--- config.mk ---
export PLATFORM = sky130hd
export DESIGN_NAME = nhim_ctrl
export DESIGN_NICKNAME = d
export VERILOG_FILES = /design/src/rtl/nhim_pkg.sv /design/src/rtl/nhim_ctrl.sv
export VERILOG_INCLUDE_DIRS = /design/src /design/src/rtl
export SDC_FILE = /design/constraint.sdc
export NUM_CORES = 1
export LEC_CHECK = 0
export BUFFER_PORTS_ARGS = -buffer_cell sky130_fd_sc_hd__buf_2
export CAP_MARGIN = 40
export CORE_UTILIZATION = 37
export CTS_CLUSTER_SIZE = 20
export DETAILED_ROUTE_END_ITERATION = 10
export GPL_TIMING_DRIVEN = 0
export HOLD_SLACK_MARGIN = 0.15
export PLACE_DENSITY = 0.8
export SYNTH_ARGS = -nofsm -noshare
export SYNTH_HDL_FRONTEND = slang
export SYNTH_SLANG_ARGS = --single-unit
export TNS_END_PERCENT = 100
--- constraint.sdc ---
create_clock -name i_clk -period 1.1 [get_ports i_clk]
set_input_delay 0.165 -clock i_clk [delete_from_list [all_inputs] [get_ports i_clk]]
set_output_delay 0.165 -clock i_clk [all_outputs]
set_load 0.02 [all_outputs]
--- src/rtl/assert_macros.svh ---
// Assertion macros used by the controller of the name hash id map.
// Depends on nothing; synthesis builds define SYNTHESIS so the bodies vanish.
`ifndef ASSERT_MACROS_SVH
`define ASSERT_MACROS_SVH

`ifndef SYNTHESIS

// Same-cycle implication, disabled while the active-low reset is applied.
`define ASSERT_IMPL(label, clk, rst_n, ante, cons) \
    label: assert property (@(posedge clk) disable iff (!(rst_n)) (ante) |-> (cons)) \
        else $error("assertion failed: same-cycle implication");

// Next-cycle implication, disabled while the active-low reset is applied.
`define ASSERT_NEXT(label, clk, rst_n, ante, cons) \
    label: assert property (@(posedge clk) disable iff (!(rst_n)) (ante) |=> (cons)) \
        else $error("assertion failed: next-cycle implication");

`else

`define ASSERT_IMPL(label, clk, rst_n, ante, cons)
`define ASSERT_NEXT(label, clk, rst_n, ante, cons)

`endif

`endif

--- src/rtl/nhim_pkg.sv ---
// Package for the name hash id map: sizes, codes, word types and the
// controller/datapath interface structs. Depends on nothing.
package nhim_pkg;

    localparam int ENTRY_DEPTH = 32;
    localparam int MAP_DEPTH   = 64;
    localparam int NUM_BANKS   = 3;

    localparam int SLOT_W      = $clog2(MAP_DEPTH);
    localparam int MAP_ADDR_W  = $clog2(NUM_BANKS * MAP_DEPTH);
    localparam int ENT_ADDR_W  = $clog2(NUM_BANKS * ENTRY_DEPTH);

    localparam logic [31:0] HASH_INIT   = 32'd5381;
    localparam logic [7:0]  SLOT_EMPTY  = 8'hFF;
    localparam logic [7:0]  CASE_OFFSET = 8'd32;
    localparam logic [7:0]  CHAR_LOW_A  = 8'h61;
    localparam logic [7:0]  CHAR_LOW_Z  = 8'h7A;

    localparam logic REQ_INSERT = 1'b0;
    localparam logic REQ_LOOKUP = 1'b1;

    typedef enum logic [1:0] {
        ST_INSERTED  = 2'd0,
        ST_FOUND     = 2'd1,
        ST_NOT_FOUND = 2'd2,
        ST_FULL      = 2'd3
    } t_status;

    typedef struct packed {
        logic       req_type;
        logic [1:0] table_sel;
        logic [7:0] name_char;
        logic       last_char;
        logic [4:0] entry_index;
        logic [7:0] entry_id;
    } t_req_word;

    typedef struct packed {
        t_status    status;
        logic [7:0] found_id;
    } t_result_word;

    typedef struct packed {
        logic accept;    // input word taken this cycle
        logic ent_wr;    // store hash and id at the request's entry
        logic map_wr;    // point the current map slot at the request's entry
        logic slot_adv;  // move the probe to the next slot
    } t_dp_cmd;

    typedef struct packed {
        logic       req_type;
        logic       bank_bad;
        logic       idx_bad;
        logic       slot_free;
        logic       map_in_range;
        logic       hash_match;
        logic       last_probe;
        logic [7:0] found_val;
    } t_dp_sts;

endpackage

--- src/rtl/nhim_ctrl.sv ---
// Controller of the name hash id map: request sequencing, probe walk and the
// result register. Depends on nhim_pkg and assert_macros.svh.
`include "assert_macros.svh"

module nhim_ctrl
    import nhim_pkg::*;
(
    input  logic         i_clk,
    input  logic         i_rst_n,
    input  logic         i_start,
    input  logic         i_last,
    input  t_dp_sts      i_sts,
    output t_dp_cmd      o_cmd,
    output logic         o_busy,
    output logic         o_valid,
    output t_result_word o_result
);

    typedef enum logic [2:0] {
        S_IDLE,
        S_START,
        S_MAP_RD,
        S_MAP_CHK,
        S_ENT_CHK
    } t_state;

    t_state       r_state;
    t_state       n_state;
    logic         r_valid;
    logic         n_valid;
    t_result_word r_result;
    t_result_word n_result;

    always_comb begin
        n_state  = r_state;
        n_valid  = 1'b0;
        n_result = '{status: ST_NOT_FOUND, found_id: 8'd0};
        o_cmd    = '0;
        unique case (r_state)
            S_IDLE: begin
                o_cmd.accept = i_start;
                if (i_start && i_last) begin
                    n_state = S_START;
                end
            end
            S_START: begin
                if (i_sts.bank_bad) begin
                    n_valid  = 1'b1;
                    n_state  = S_IDLE;
                end else if (i_sts.req_type == REQ_INSERT && i_sts.idx_bad) begin
                    n_valid         = 1'b1;
                    n_result.status = ST_FULL;
                    n_state         = S_IDLE;
                end else begin
                    o_cmd.ent_wr = (i_sts.req_type == REQ_INSERT);
                    n_state      = S_MAP_CHK;
                end
            end
            S_MAP_RD: begin
                n_state = S_MAP_CHK;
            end
            S_MAP_CHK: begin
                if (i_sts.slot_free) begin
                    n_valid = 1'b1;
                    n_state = S_IDLE;
                    if (i_sts.req_type == REQ_INSERT) begin
                        o_cmd.map_wr    = 1'b1;
                        n_result.status = ST_INSERTED;
                    end
                end else if (i_sts.map_in_range) begin
                    n_state = S_ENT_CHK;
                end else begin
                    o_cmd.slot_adv = 1'b1;
                    if (i_sts.last_probe) begin
                        n_valid = 1'b1;
                        n_state = S_IDLE;
                        if (i_sts.req_type == REQ_INSERT) begin
                            n_result.status = ST_FULL;
                        end
                    end else begin
                        n_state = S_MAP_RD;
                    end
                end
            end
            S_ENT_CHK: begin
                if (i_sts.hash_match) begin
                    n_valid = 1'b1;
                    n_state = S_IDLE;
                    if (i_sts.req_type == REQ_INSERT) begin
                        o_cmd.map_wr    = 1'b1;
                        n_result.status = ST_INSERTED;
                    end else begin
                        n_result.status   = ST_FOUND;
                        n_result.found_id = i_sts.found_val;
                    end
                end else begin
                    o_cmd.slot_adv = 1'b1;
                    if (i_sts.last_probe) begin
                        n_valid = 1'b1;
                        n_state = S_IDLE;
                        if (i_sts.req_type == REQ_INSERT) begin
                            n_result.status = ST_FULL;
                        end
                    end else begin
                        n_state = S_MAP_RD;
                    end
                end
            end
            default: begin
                n_state = S_IDLE;
            end
        endcase
    end

    always_ff @(posedge i_clk) begin
        if (!i_rst_n) begin
            r_state  <= S_IDLE;
            r_valid  <= 1'b0;
            r_result <= '0;
        end else begin
            r_state  <= n_state;
            r_valid  <= n_valid;
            r_result <= n_result;
        end
    end

    assign o_busy   = (r_state != S_IDLE);
    assign o_valid  = r_valid;
    assign o_result = r_result;

    `ASSERT_IMPL(a_valid_idle, i_clk, i_rst_n, r_valid, r_state == S_IDLE)
    `ASSERT_NEXT(a_last_starts, i_clk, i_rst_n, o_cmd.accept && i_last, r_state == S_START)
    `ASSERT_IMPL(a_map_wr_chk, i_clk, i_rst_n, o_cmd.map_wr, (r_state == S_MAP_CHK) || (r_state == S_ENT_CHK))
    `ASSERT_IMPL(a_id_zero, i_clk, i_rst_n, r_valid && (r_result.status != ST_FOUND), r_result.found_id == 8'd0)

endmodule

==> results of run 1 <==
[routing by layer]
metal | routed length (µm) | GRT usage
met5 | 0 | 0
met4 | 28 | 0.109
met3 | 97 | 0.0128
met2 | 921 | 0.325
met1 | 641 | 0.170
[what timing repair did]
action / 4_1_cts / 5_1_grt
gates resized for setup: 12 / 9
hold buffers: 8 / 0
endpoints found under the setup margin: 17 / 19
buffers inserted: 4 / 4
endpoints found under the hold margin: 8 / 0
pin swaps: 4 / 9
[cell families after synthesis]
| kind of cell | Yosys count |
|---|---|
| AOI/OAI and AO/OA | 15 |
| DFF | 14 |
| and+or+nand+nor | 33 |
| buffers and inverters | 4 |
[synthesized netlist by cell type (2+ instances only)]
master / n
o21ai_0: 3
and2b_1: 2
dfxtp_1: 14
o21ai_1: 3
and2_1: 9
a31oi_1: 3
a21oi_1: 2
inv_1: 3
nor2_1: 2
nand2_1: 4
nor3b_1: 2
nor2b_1: 2
[through the flow]
stage          utilization  worst slack [ns]  setup TNS [ns]  std cells
2_1_floorplan            -           -0.0621          -0.293         66
3_3_place_gp         0.575            -0.211           -1.42        116
3_5_place_dp         0.575            -0.220           -1.59        116
4_1_cts              0.693            -0.452           -3.34        132
5_1_grt              0.711            -0.431           -3.60        133
6_report             0.711            -0.383           -2.75        133
[where the power goes]
group	switching [µW]	internal [µW]	total (µW)
clock network	150	201	351
registers	8.52	508	516
logic	75.3	96.6	172
[sequential cells by signal, indices dropped and copies added (netlist names)]
| signal | count |
|---|---|
| o_valid | 1 |
| o_result | 10 |
| r_state | 3 |
[worst reg2reg max path: stages (launching register included)]
cell,delay (ns)
dfxtp_4,0.40
nor3b_4,0.26
buf_4,0.17
and3_4,0.21
and2_4,0.14
[final timing paths]
check / start / endpoint / slack (ns) / cells past startpoint
max: r_state[2]$_SDFFE_PN0P_ / o_cmd[1] / -0.38 / 4
min: i_rst_n / r_state[0]$_SDFFE_PN0P_ / 0.18 / 3
max reg2reg: r_state[2]$_SDFFE_PN0P_ / o_result[3]$_SDFF_PN0_ / -0.12 / 4
min reg2reg: r_state[2]$_SDFFE_PN0P_ / r_state[0]$_SDFFE_PN0P_ / 0.70 / 3
[layout make-up]
cell class                      instances  share of cell area
Inverter                                3              0.0103
Timing Repair Buffer                   48               0.309
Clock buffer                            4              0.0331
Tap cell                               16              0.0183
Multi-Input combinational cell         48               0.363
Sequential cell                        14               0.266
==> impl_metrics.toml, run 1 <==
[place]
numPortBuffers = 34
dp_hpwl_um = 1060
gp_congestion = 0.798
dpl_cell_area_um2 = 886

[routing]
ant_nets = 0
drc = 0
vias = 676
wl_per_cell_um = 12.7
dr.first_iter.drc_count = 14
routed_via_density = 5.08
wirelength_um = 1690
drt_pass1_iterations = 4

[clock_network]
cts_tree = "done"
cts_root_buf = "clkbuf_4"
cts_buffers = 3
clockBufferDepth = 2
cts.sinks = 14
insertion_delay_ns = 0.27
htree_levels = 1
path_clk_slew_ns = 0.08

[worst_setup_path]
critPathLaunchType = "register"
cp_cell_sequence = "nor3b_4, nand2_2, a21oi_4, buf_6"
cp_max_fo = 7
end_kind = "primary output"
worst-path-buf-inv = 1
crit_required_ns = 0.94
crit_arrival_ns = 1.32
path_delay_family = "flip-flops"
max_stage_delay_ns = 0.40
setup.worst_path.class = "register to primary output"
crit_slowest_cell = "dfxtp_4"

[finish]
design_area_um2 = 1100
final_cell_mix = "29 x buf_2, 11 x dfxtp_1, 8 x and2_1, 8 x dlygate4sd3_1, 7 x buf_6"
antenna_cells = 0
seqCellArea_um2 = 292
finalNetCount = 137
final_common_cell = "buf_2"
fillCellCount = 120
drive_gt1_frac = 0.521
area_delta_synth_final_pct = 74.9
multi_input_area_um2 = 398

[logic_synthesis]
yosys.area_share.simple = 0.375
yosys_warnings = 0
synth_top_family_by_area = "simple AND/OR/NAND/NOR gates"
synth_cells = 66
async_reset_ff_frac = 0
ys_types = 29
syn_avg_cell_area_um2 = 9.50
synth_mux_area_frac = 0
synth-seq-area-share = 0.447
synth_xor_area_frac = 0
synth_top_area_frac = 0.447
synth.top_cells.by_area = "dfxtp_1 45%, and2_1 9.0%, a31oi_1 3.0%, nor3b_4 3.0%, o21ai_0 2.4%"
synth_area_um2 = 627
synth-edff-count = 0
yosys_register_bits = 14
synth_compound_area_frac = 0.152
dominantRegCellSynth = "dfxtp_1"
synth_largest_area_cell = "dfxtp_1"
synthAdderAreaFrac = 0
synth_fp_nets = 85

[sta]
setup_viol_count_final = 17
slew_viol_final = 0
clock.fmax_mhz = 674
worst_hold_slack_ns = 0.180
skew_ns = 0.00314
rsz0062_at_grt = "true"
hold_violations = 0
period_share = 1.35
slew_headroom = 0.820
finalCriticalPeriod_ns = 1.48
tightest_slew_ns = 0.267
setup_ws_ns = -0.383

[global_routing]
grt_pass1_vias = 586
grt_max_degree = 11
track_usage = 0.170
grt_first_pass_wirelength_um = 2330
antenna_found_initial = 0
grt.overflow.total = 0

[power]
p_total_uw = 1040
p_leak_uw = 0.000515
peakVddDrop_mv = 0.509
power_density_nw_per_um2 = 948

[die]
boundaryPins = 35
die_area_um2 = 1860
die_h_um = 43.2
start_util = 0.407
core_um2 = 1540
rows = 14
chipWidth_um = 43.2

[run_status]
status = "finished with violations"
violations = "negative setup slack"

[min_path]
min_path_type = "input port to register"

[flow_run]
max-cap-violations = 0
Power figures use the tool's default switching activity.
==> run 2, diff against run 1 <==
Settings changed: ABC_AREA set to 1, CORE_MARGIN set to 2, CORE_UTILIZATION 37 to 39, PLACE_DENSITY 0.8 to 0.82.
==> impl_metrics.toml, run 2 <==
[run_status]
status = "finished with violations"
violations = "negative setup slack"

[power]
peakVddDrop_mv = 0.452
power_density_nw_per_um2 = 946
p_total_uw = 1170
p_leak_uw = 0.000666

[logic_synthesis]
synth_fp_nets = 126
synth.top_cells.by_area = "dfxtp_1 41%, nand2_1 16%, nor2_1 16%, inv_1 12%, nand4_4 3.1%"
synth-seq-area-share = 0.414
synth_largest_area_cell = "dfxtp_1"
yosys_register_bits = 14
syn_avg_cell_area_um2 = 6.33
synth-edff-count = 0
async_reset_ff_frac = 0
dominantRegCellSynth = "dfxtp_1"
yosys_warnings = 0
ys_types = 13
ys_top_cells_by_count = "28 x nand2_1, 28 x nor2_1, 21 x inv_1"
synth_cells = 107
synth_area_um2 = 677
synth_top_area_frac = 0.414

[clock_network]
cts.sinks = 14
insertion_delay_ns = 0.28
clockBufferDepth = 2
path_clk_slew_ns = 0.08
cts_buffers = 3
cts_tree = "done"
cts_root_buf = "clkbuf_4"
htree_levels = 1

[sta]
slew_viol_final = 0
hold_violations = 0
finalCriticalPeriod_ns = 1.41
slew_headroom = 0.874
setup_viol_count_final = 15
skew_ns = 0.00530
tightest_slew_ns = 0.188
setup_ws_ns = -0.314
period_share = 1.29
rsz0062_at_grt = "true"
clock.fmax_mhz = 707

[worst_setup_path]
endpoint = "o_cmd[1]"
max_stage_delay_ns = 0.38
r2r_slack_ns = -0.14
r2r_start = "r_state[0]$_SDFFE_PN0P_"
crit_slowest_cell = "dfxtp_4"
startpoint = "r_state[0]$_SDFFE_PN0P_"
crit_required_ns = 0.94
worst-path-buf-inv = 2
worst_r2r_path_depth = 7
critPathLaunchType = "register"
cp_num_cells = 7
crit_arrival_ns = 1.25
cp_max_fo = 4
cp_cell_sequence = "inv_4, nand2_4, nor2_4, nand2_2, nand2_2, nor2_4, buf_6"
path_delay_family = "simple AND/OR/NAND/NOR gates"
end_kind = "primary output"
r2r-end = "o_result[6]$_SDFF_PN0_"
setup.worst_path.class = "register to primary output"

[global_routing]
grt.overflow.total = 0
grt_max_degree = 9
antenna_found_initial = 0
track_usage = 0.204
grt_pass1_vias = 729
grt_first_pass_wirelength_um = 2970

[die]
start_util = 0.405
boundaryPins = 35
die_h_um = 45.7
core_um2 = 1670
rows = 15
chipWidth_um = 45.7
die_area_um2 = 2080

[routing]
vias = 828
wl_per_cell_um = 10.9
drc = 0
dr.first_iter.drc_count = 13
wirelength_um = 1990
routed_via_density = 4.52
drt_pass1_iterations = 4
ant_nets = 0

[finish]
fin_cells = 183
largest_register_ffs = 10
final_common_cell = "buf_2"
finalNetCount = 186
final_cell_mix = "31 x buf_2, 22 x nand2_1, 18 x nor2_1"
multi_input_area_um2 = 405
seqCellArea_um2 = 292
area_delta_synth_final_pct = 82.3
fillCellCount = 144
drive_gt1_frac = 0.488
antenna_cells = 0

[place]
dp_hpwl_um = 1190
pre_cts_ws_ns = -0.209
gp_congestion = 0.821
dp_cells = 158
numPortBuffers = 34

[min_path]
min_path_cells = 5
min_path_type = "input port to register"

[flow_run]
max-cap-violations = 0
==> run 2: area by class of cell <==
cell class,instances,share of cell area
multi-input cells,70,0.329
repair buffers,55,0.312
flip-flops and latches,14,0.236
clock buffers,4,0.0294
well taps,17,0.0172
inverters,23,0.0761
==> run 2: what timing repair did <==
item,4_1_cts,5_1_grt
buffers inserted,9,3
pin swaps,6,10
resized for setup,26,16
hold buffers,11,0
endpoints found under the setup margin,7,19
endpoints found under the hold margin,10,0
==> run 2: worst min-delay path by stage <==
stage	start	end
after floorplan	i_sts[11]	r_state[2]$_SDFFE_PN0P_
after global placement	i_sts[0]	o_result[0]$_SDFF_PN0_
after detailed placement	i_sts[3]	o_result[3]$_SDFF_PN0_
after CTS	i_last	r_state[0]$_SDFFE_PN0P_
after global routing	i_last	r_state[0]$_SDFFE_PN0P_
final	i_last	r_state[0]$_SDFFE_PN0P_
==> run 2: kinds of logic (layout without fill, tap and decap cells) <==
family                 Yosys count  in the layout  share of synthesized area
AOI/OAI and AO/OA                5              5                     0.0425
and+or+nand+nor                 65             65                      0.416
buffers and inverters           23             82                      0.128
DFF                             14             14                      0.414
==> run 2: metrics by stage <==
| stage | hold WS [ns] | TNS (ns) | util | instance area (µm²) |
|---|---|---|---|---|
| 6_report | 0.183 | -2.27 | 0.739 | 1230 |
| 5_1_grt | 0.202 | -3.26 | 0.739 | 1230 |
| 4_1_cts | 0.187 | -1.90 | 0.706 | 1180 |
| 3_5_place_dp | 0.384 | -0.608 | 0.538 | 898 |
| 3_3_place_gp | 0.383 | -0.464 | 0.538 | 898 |
| 2_1_floorplan | 0.241 | -0.0420 | - | 707 |
==> run 2: worst reg2reg max path, delay by kind of cell, from the launching register on <==
kind	cells	cell delay [ns]
DFF	1	0.38
buffers and inverters	3	0.29
and+or+nand+nor	4	0.51
==> run 2: power breakdown <==
part | switching, µW | total, µW | leakage, µW | internal [µW]
Sequential | 14.6 | 530 | 0.000116 | 515
Clock | 155 | 356 | 0.0000210 | 201
Combinational | 155 | 282 | 0.000529 | 127
==> run 2: layer usage <==
layer	GRT usage	part of all wire
met1	0.217	0.37
met2	0.394	0.55
met3	0.0198	0.060
met4	0.0882	0.015
met5	0	0
==> run 3, diff against run 2 <==
Settings changed: GPL_TIMING_DRIVEN 0 to not set.
==> impl_metrics.toml, run 3 (synthesis results as in run 2) <==
[routing]
wl_per_cell_um = 11.2
ant_nets = 0
drt_pass1_iterations = 6
wirelength_um = 2100
routed_via_density = 4.72
vias = 887
drc = 0
dr.first_iter.drc_count = 16

[global_routing]
grt_use_met3 = 0.0238
grt_pass1_vias = 776
grt_busiest_layer = "met2"
grt.overflow.total = 0
antenna_found_initial = 0
grt_max_degree = 9
grt_use_met1 = 0.236
grtUsageMet2 = 0.372
grt_first_pass_wirelength_um = 3110
track_usage = 0.202

[power]
p_total_uw = 1210
power_density_nw_per_um2 = 957
peakVddDrop_mv = 0.535
p_leak_uw = 0.000688

[finish]
antenna_cells = 0
fin_cells = 188
drive_gt1_frac = 0.491
final_cell_mix = "29 x buf_2, 23 x nand2_1, 20 x nor2_1"
fillCellCount = 126
final_common_cell = "buf_2"
finalNetCount = 191
area_delta_synth_final_pct = 86.9
final_core_util = 0.757
largest_register_ffs = 10
design_area_um2 = 1260

[sta]
slew_headroom = 0.861
tightest_slew_ns = 0.206
skew_ns = 0.00657
setup_viol_count_final = 9
rsz0062_at_grt = "true"
clock.fmax_mhz = 711
setup_ws_ns = -0.306
period_share = 1.28
finalCriticalPeriod_ns = 1.41
slew_viol_final = 0
hold_violations = 0

[clock_network]
cts_buffers = 3
clockBufferDepth = 2
path_clk_slew_ns = 0.08
insertion_delay_ns = 0.27
cts.sinks = 14
cts_root_buf = "clkbuf_4"
cts_tree = "done"
htree_levels = 1

[place]
dp_cells = 164
pre_cts_ws_ns = -0.126
dpl_cell_area_um2 = 943
numPortBuffers = 34
dp_hpwl_um = 1340
gp_congestion = 0.915

[worst_setup_path]
path_delay_family = "flip-flops"
setup.worst_path.class = "register to primary output"
end_kind = "primary output"
crit_required_ns = 0.94
r2r_start = "r_state[0]$_SDFFE_PN0P_"
cp_max_fo = 5
crit_slowest_cell = "dfxtp_4"
worst_r2r_path_depth = 10
r2r-end = "o_result[9]$_SDFF_PN0_"
cp_cell_sequence = "buf_4, nor2_4, a21oi_2, nor2_4, buf_6"
r2r_slack_ns = -0.18
crit_arrival_ns = 1.24
max_stage_delay_ns = 0.37
worst-path-buf-inv = 2
critPathLaunchType = "register"
cp_common_cell = "nor2_4"
startpoint = "r_state[2]$_SDFFE_PN0P_"

[min_path]
hold_start = "i_sts[10]"
min_to = "r_state[2]$_SDFFE_PN0P_"
min_path_cells = 3
min_path_type = "input port to register"

[run_status]
violations = "negative setup slack"
status = "finished with violations"

[die]
boundaryPins = 35
chipWidth_um = 45.7
rows = 15
die_h_um = 45.7
core_um2 = 1670
die_area_um2 = 2080
start_util = 0.405

[flow_run]
max-cap-violations = 0
run 3: cell count changes in the layout (fill, tap and decap cells not counted), sizes merged:
| cell | delta |
|---|---|
| dlygate4sd3 | -1 |
| buf | +6 |
run 3: power by group:
group	total, µW	switching, µW	internal (µW)
Clock	363	162	201
Combinational	319	167	152
Sequential	529	13.2	515
Total	1210	342	868
run 3: cell type report:
cell class,instances,area (µm²),area share
tap,17,21.3,0.0168
multi-input combinational,70,403,0.318
sequential,14,292,0.230
clock buffer,4,36.3,0.0287
timing repair buffer,60,422,0.333
inverter,23,91.3,0.0722
run 3: worst max path at each step:
stage | to | cells after the start
global route | o_cmd[1] | 7
finish | o_cmd[1] | 5
floorplan | o_cmd[2] | 5
detailed placement | o_cmd[1] | 7
global placement | o_cmd[2] | 6
CTS | o_cmd[2] | 6
run 3: metal layers:
| layer | vias up | wire length [µm] |
|---|---|---|
| met3 | 6 | 146 |
| met5 | - | 0 |
| met2 | 45 | 1030 |
| met4 | 0 | 55 |
| li1 | 446 | - |
| met1 | 390 | 871 |
run 3: what timing repair did:
item	4_1_cts	5_1_grt
endpoints found under the hold margin	10	0
buffers inserted	3	7
endpoints found under the setup margin	8	18
hold buffers	10	0
pin swaps	6	7
resized for setup	28	11
run 3: tightest hold or removal path: cells and delay by family:
| kind | cells | cell delay, ns |
|---|---|---|
| simple gates | 1 | 0.05 |
| buf+inv | 2 | 0.20 |
run 3: stage by stage:
stage / TNS, ns / hold WS [ns]
CTS: -1.34 / 0.155
floorplan: -0.0420 / 0.241
global placement: -0.239 / 0.383
global route: -2.73 / 0.177
finish: -1.65 / 0.180
detailed placement: -0.389 / 0.386
